`config.mk`:
```
export PLATFORM = sky130hd
export DESIGN_NAME = mru_key_list_cache
export DESIGN_NICKNAME = d
export VERILOG_FILES = /design/src/hdl/mkl_pkg.sv /design/src/hdl/mkl_cell.sv /design/src/hdl/mru_key_list_cache.sv
export SDC_FILE = /design/constraint.sdc
export NUM_CORES = 1
export LEC_CHECK = 0
export BUFFER_PORTS_ARGS = -buffer_cell sky130_fd_sc_hd__buf_2
export CAP_MARGIN = 25
export CORE_ASPECT_RATIO = 1.4
export CORE_UTILIZATION = 35
export CTS_CLUSTER_DIAMETER = 100
export DETAILED_ROUTE_END_ITERATION = 10
export SETUP_SLACK_MARGIN = 0.2
export SLEW_MARGIN = 20
export SYNTH_ARGS = -nofsm -noshare
export SYNTH_HDL_FRONTEND = slang
export SYNTH_SLANG_ARGS = --single-unit
```
`constraint.sdc`:
```
create_clock -name aclk -period 6.95 [get_ports aclk]
set_clock_uncertainty 0.05 [all_clocks]
set_input_delay 0.695 -clock aclk [delete_from_list [all_inputs] [get_ports aclk]]
set_output_delay 0.695 -clock aclk [all_outputs]
set_load 0.01 [all_outputs]
```
`src/hdl/mkl_pkg.sv`:
```
`timescale 1ns / 1ps
// ----------------------------------------------------------------------------
// mkl_pkg
// Shared types and sizes for the most-recently-used key list.
// ----------------------------------------------------------------------------
package mkl_pkg;

    localparam int ENTRIES = 6;
    localparam int KEY_W   = 32;
    localparam int POS_W   = (ENTRIES > 1) ? $clog2(ENTRIES) : 1;
    localparam int CNT_W   = $clog2(ENTRIES + 1);

    typedef enum logic {
        MODE_ACCESS = 1'b0,
        MODE_REMOVE = 1'b1
    } mkl_mode_t;

    typedef struct packed {
        mkl_mode_t        mode;
        logic [KEY_W-1:0] key;
    } mkl_req_t;

    typedef struct packed {
        logic             hit;
        logic [2:0]       hit_position;
        logic             evicted;
        logic [KEY_W-1:0] evicted_key;
        logic [2:0]       occupancy;
    } mkl_rsp_t;

    // per-cell move command; load wins over take_prev, which wins over take_next
    typedef struct packed {
        logic load;
        logic take_prev;
        logic take_next;
    } mkl_cell_ctrl_t;

endpackage

```
`src/hdl/mkl_cell.sv`:
```
`timescale 1ns / 1ps
// ----------------------------------------------------------------------------
// mkl_cell
// One list slot: holds a key and its valid bit, compares against the
// request key and takes data from the front or back neighbor on command.
// ----------------------------------------------------------------------------
module mkl_cell (
    input  logic                        aclk,
    input  logic                        aresetn,
    input  mkl_pkg::mkl_cell_ctrl_t     ctrl,
    input  logic [mkl_pkg::KEY_W-1:0]   req_key,
    input  logic [mkl_pkg::KEY_W-1:0]   prev_key,
    input  logic                        prev_valid,
    input  logic [mkl_pkg::KEY_W-1:0]   next_key,
    input  logic                        next_valid,
    output logic [mkl_pkg::KEY_W-1:0]   key,
    output logic                        valid,
    output logic                        match
);
    import mkl_pkg::*;

    logic [KEY_W-1:0] key_reg;
    logic [KEY_W-1:0] key_next;
    logic             valid_reg;
    logic             valid_next;

    always_comb begin
        key_next   = key_reg;
        valid_next = valid_reg;
        if (ctrl.load) begin
            key_next   = req_key;
            valid_next = 1'b1;
        end else if (ctrl.take_prev) begin
            key_next   = prev_key;
            valid_next = prev_valid;
        end else if (ctrl.take_next) begin
            key_next   = next_key;
            valid_next = next_valid;
        end
    end

    always_ff @(posedge aclk) begin
        if (!aresetn) begin
            valid_reg <= 1'b0;
        end else begin
            valid_reg <= valid_next;
        end
        key_reg <= key_next;
    end

    assign key   = key_reg;
    assign valid = valid_reg;
    assign match = valid_reg && (key_reg == req_key);

endmodule

```
`src/hdl/mru_key_list_cache.sv`:
```
`timescale 1ns / 1ps
// ----------------------------------------------------------------------------
// mru_key_list_cache
// Move-to-front list of resource keys built as a row of cells. Every cell
// compares against the request key in parallel; the list then shifts by one
// place toward the back (access) or the front (remove) in the same cycle.
// ----------------------------------------------------------------------------
// Output: the result is registered and valid in the cycle after the request is accepted.
// Throughput: one request per cycle; the single compare-and-shift pass over
//   the cell row sets this, and the result register stalls input only while
//   a result is held against m_ready low.
// Reset: all cells invalid, occupancy zero; key storage is not cleared.
module mru_key_list_cache (
    input  logic              aclk,
    input  logic              aresetn,
    input  logic              s_valid,
    output logic              s_ready,
    input  mkl_pkg::mkl_req_t s_data,
    output logic              m_valid,
    input  logic              m_ready,
    output mkl_pkg::mkl_rsp_t m_data
);
    import mkl_pkg::*;

    logic [KEY_W-1:0]  cell_key   [ENTRIES];
    logic              cell_valid [ENTRIES];
    logic [ENTRIES-1:0] cell_match;
    mkl_cell_ctrl_t    cell_ctrl  [ENTRIES];

    logic [CNT_W-1:0]  count_reg;
    logic [CNT_W-1:0]  count_next;
    logic              out_valid_reg;
    mkl_rsp_t          out_data_reg;
    mkl_rsp_t          out_data_next;

    logic              accept;
    logic              hit;
    logic [POS_W-1:0]  hit_pos;
    logic              full;
    logic [CNT_W-1:0]  shift_upto;
    logic              is_access;

    assign s_ready   = !out_valid_reg || m_ready;
    assign accept    = s_valid && s_ready;
    assign is_access = (s_data.mode == MODE_ACCESS);
    assign full      = (count_reg == CNT_W'(ENTRIES));
    assign hit       = |cell_match;

    // first match from the front
    always_comb begin
        hit_pos = '0;
        for (int i = ENTRIES - 1; i >= 0; i--) begin
            if (cell_match[i]) begin
                hit_pos = POS_W'(i);
            end
        end
    end

    always_comb begin
        if (hit) begin
            shift_upto = CNT_W'(hit_pos);
        end else if (full) begin
            shift_upto = CNT_W'(ENTRIES - 1);
        end else begin
            shift_upto = count_reg;
        end
    end

    always_comb begin
        for (int i = 0; i < ENTRIES; i++) begin
            cell_ctrl[i].load      = accept && is_access && (i == 0);
            cell_ctrl[i].take_prev = accept && is_access && (i >= 1)
                                     && (CNT_W'(i) <= shift_upto);
            cell_ctrl[i].take_next = accept && !is_access && hit
                                     && (POS_W'(i) >= hit_pos);
        end
    end

    genvar g;
    generate
        for (g = 0; g < ENTRIES; g++) begin : g_cell
            logic [KEY_W-1:0] prev_key;
            logic             prev_valid;
            logic [KEY_W-1:0] next_key;
            logic             next_valid;

            if (g == 0) begin : g_front
                assign prev_key   = '0;
                assign prev_valid = 1'b0;
            end else begin : g_mid_prev
                assign prev_key   = cell_key[g-1];
                assign prev_valid = cell_valid[g-1];
            end

            // the tail takes an empty slot when the list closes up
            if (g == ENTRIES - 1) begin : g_tail
                assign next_key   = '0;
                assign next_valid = 1'b0;
            end else begin : g_mid_next
                assign next_key   = cell_key[g+1];
                assign next_valid = cell_valid[g+1];
            end

            mkl_cell u_cell (
                .aclk       (aclk),
                .aresetn    (aresetn),
                .ctrl       (cell_ctrl[g]),
                .req_key    (s_data.key),
                .prev_key   (prev_key),
                .prev_valid (prev_valid),
                .next_key   (next_key),
                .next_valid (next_valid),
                .key        (cell_key[g]),
                .valid      (cell_valid[g]),
                .match      (cell_match[g])
            );
        end
    endgenerate

    always_comb begin
        count_next = count_reg;
        if (is_access && !hit && !full) begin
            count_next = count_reg + CNT_W'(1);
        end else if (!is_access && hit) begin
            count_next = count_reg - CNT_W'(1);
        end

        out_data_next.hit          = hit;
        out_data_next.hit_position = hit ? 3'(hit_pos) : 3'd0;
        out_data_next.evicted      = is_access && !hit && full;
        out_data_next.evicted_key  = (is_access && !hit && full) ?
                                     cell_key[ENTRIES-1] : '0;
        out_data_next.occupancy    = 3'(count_next);
    end

    always_ff @(posedge aclk) begin
        if (!aresetn) begin
            count_reg     <= '0;
            out_valid_reg <= 1'b0;
        end else begin
            if (accept) begin
                count_reg     <= count_next;
                out_valid_reg <= 1'b1;
            end else if (m_ready) begin
                out_valid_reg <= 1'b0;
            end
        end
        if (accept) begin
            out_data_reg <= out_data_next;
        end
    end

    assign m_valid = out_valid_reg;
    assign m_data  = out_data_reg;

endmodule

```
==> results.sh <==
export IMPL_outcome="finished, final reports clean"
export IMPL_diodes=0
export IMPL_clkSinkCount=242
export IMPL_yosysTopAreaCell="edfxtp_1"
export IMPL_clkLatencyLatePin_ns=0.54
export IMPL_postCtsSetupBuffers=0
export IMPL_die_area_sq_um=37200
export IMPL_finalWirelength_microns=37600
export IMPL_areaGrowthSynthToFinish_pct=12.6
export IMPL_grt_overflow_total=0
export IMPL_synth_top_cells_by_count="edfxtp_1 (232), nand2_1 (214), xor2_1 (100)"
export IMPL_grt_pass1_vias=7952
export IMPL_root_buffer="clkbuf_16"
export IMPL_worstSetupStartpointType="register"
export IMPL_clk_pin_slew_ns=0.07
export IMPL_drc_errors=0
export IMPL_yosys_warnings=0
export IMPL_async_flop_share_pct=0
export IMPL_crit_type="reg -> reg"
export IMPL_largest_reg_flops=192
export IMPL_post_cts_resized=0
export IMPL_avgRoutedWirePerCell_microns=24.0
export IMPL_hold_viol_final=0
export IMPL_drive_gt1_share_pct=21.7
export IMPL_port_buffers=78
export IMPL_cts_buffers_inserted=26
export IMPL_period_share_pct=70.5
export IMPL_cp_arrival_ns=5.14
export IMPL_endpoint_kind="register"
export IMPL_synth_ff_type="edfxtp_1"
export IMPL_clock_path_buffers=3
export IMPL_synth_nets=1075
export IMPL_setup_viol=0
export IMPL_firstDrtPassIters=5
export IMPL_cpMostUsedCell="buf_4"
export IMPL_power_density_nw_per_um2=230
export IMPL_crit_required_ns=7.19
export IMPL_core_area_sq_um=35800
export IMPL_antenna_found_initial=0
export IMPL_seq_area_frac_synth_pct=56.2
export IMPL_irDropWorstVdd_mv=0.146
export IMPL_yosysUniqueCellTypes=47
export IMPL_synthCells=1035
export IMPL_power_leakage_uw=0.00535
export IMPL_vias_per_cell=5.12
export IMPL_period_minus_slack_ns=4.90
export IMPL_path_cells="xor2_1 -> nor4_1 -> nand4_1 -> or3_1 -> and2_1 -> o311ai_4 -> buf_4 -> a21o_2 -> buf_4 -> mux2_2"
export IMPL_holdBufCountCts=0
export IMPL_drtIter0Drc=637
export IMPL_ios=79
export IMPL_fmax_mhz=204
export IMPL_grt_first_pass_wirelength_microns=54900
export IMPL_gr_usage_all_layers_pct=20.4
export IMPL_ant_nets=0
export IMPL_initial_core_util_pct=35.6
export IMPL_vias=8020
export IMPL_crit_slowest_cell="nor4_1"
export IMPL_die_w_microns=163
export IMPL_gp_congestion=1.02
export IMPL_avgSynthCellArea_sq_um=12.3
export IMPL_htreeDepth=1
export IMPL_fin_setup_tns_ns=0
export IMPL_slew_viol_final=0
export IMPL_worstMarginPinSlew_ns=0.971
export IMPL_synth_edf_count=232
export IMPL_synth_area_top_cells="edfxtp_1 (55%), xor2_1 (6.9%), mux2_4 (6.6%), xnor2_1 (6.4%), nand2_1 (6.3%)"
export IMPL_place_ws_ns=1.64
export IMPL_syn_cell_area_sq_um=12800
export IMPL_path_max_fanout=37
export IMPL_ys_seq_elements=242
export IMPL_min_path_type="in -> reg"
export IMPL_rows=82
export IMPL_cts_tree="yes"
export IMPL_cpPeakStageDelay_ns=0.83
export IMPL_max_cap_viol_count=0
export IMPL_post_dp_hpwl_microns=28500
export IMPL_grt_max_degree=52
export IMPL_synth_most_common_cell="edfxtp_1"
export IMPL_rsz0062_at_grt="false"
export IMPL_setup_slack_ns=2.05
export IMPL_yosys_area_top_type_share_pct=54.6
export IMPL_die_h_microns=228
export IMPL_slew_limit_headroom_pct=34.7
export IMPL_nets=1126
-- worst max-delay path: cells and delay by family, from the launching register on --
kind                   cells  cell delay, ns
multiplexers               1            0.39
flip-flops                 1            0.45
AO/OA/AOI/OAI              2            0.65
XOR/XNOR                   1            0.19
AND/OR/NAND/NOR            4            1.99
buffers and inverters      2            0.88
-- kinds of logic (layout without fill, tap and decap cells) --
| family | Yosys count | count (layout) | share of synthesized area (%) |
|---|---|---|---|
| compound gates | 34 | 34 | 1.81 |
| flops | 242 | 242 | 56.2 |
| mux | 105 | 105 | 10.8 |
| xor+xnor | 193 | 193 | 13.3 |
| simple gates | 378 | 378 | 14.1 |
| buf+inv | 80 | 150 | 3.55 |
| fa+ha+maj | 3 | 3 | 0.294 |
-- where the power goes --
part | internal (uW) | switching (uW)
combinational | 82.0 | 163
sequential | 1620 | 20.2
clock | 823 | 597
-- cell usage in the layout (no fill, tap or decap), drive strengths merged, types with 9 or more instances in the layout --
master and n:
o21ai 9, and3 34, buf 93, xnor2 93
nor4 26, nor2 12, edfxtp 232, clkinv 10
nand4 26, a21oi 9, nand2 214, and2 35
xor2 100, mux2 98, dfxtp 10, clkbuf 33
nand3 13, inv 10
-- metal layers --
layer / track usage (%) / routed length (microns)
met1: 27.3 / 16200
met4: 9.70 / 1750
met3: 1.98 / 1880
met5: 0 / 0
met2: 32.9 / 17800
-- area by class of cell --
| cell class | instances | area (sq um) |
|---|---|---|
| timing repair buffer | 93 | 539 |
| sequential | 242 | 7170 |
| clock inverter | 14 | 151 |
| multi-input combinational | 713 | 5190 |
| clock buffer | 33 | 698 |
| fill | 3439 | 21400 |
| inverter | 10 | 37.5 |
| tap | 462 | 578 |
-- path summary, 6_finish.rpt --
| path | startpoint | to | slack, ns | cells after the start |
|---|---|---|---|---|
| max reg2reg | g_cell[1].u_cell.key[27]$_DFFE_PP_ | g_cell[3].u_cell.key[1]$_DFFE_PP_ | 2.05 | 10 |
| min | s_valid | m_valid$_SDFFE_PN0P_ | 0.35 | 3 |
| min reg2reg | count_reg[2]$_SDFFE_PN0P_ | count_reg[2]$_SDFFE_PN0P_ | 0.45 | 2 |
| max | g_cell[1].u_cell.key[27]$_DFFE_PP_ | g_cell[3].u_cell.key[1]$_DFFE_PP_ | 2.05 | 10 |
-- through the flow --
stage | hold slack (ns) | total power [uW] | util (%) | std cells | cell area (sq um)
2_1_floorplan | 0.411 | 1820 | - | 1035 | 12800
3_3_place_gp | 0.427 | 1910 | 37.6 | 1517 | 13500
3_5_place_dp | 0.442 | 1920 | 37.7 | 1519 | 13500
4_1_cts | 0.332 | 3330 | 40.0 | 1566 | 14300
5_1_grt | 0.369 | 3390 | 40.1 | 1567 | 14400
6_report | 0.351 | 3300 | 40.1 | 1567 | 14400
No activity file was read; power rests on OpenSTA's default activity.
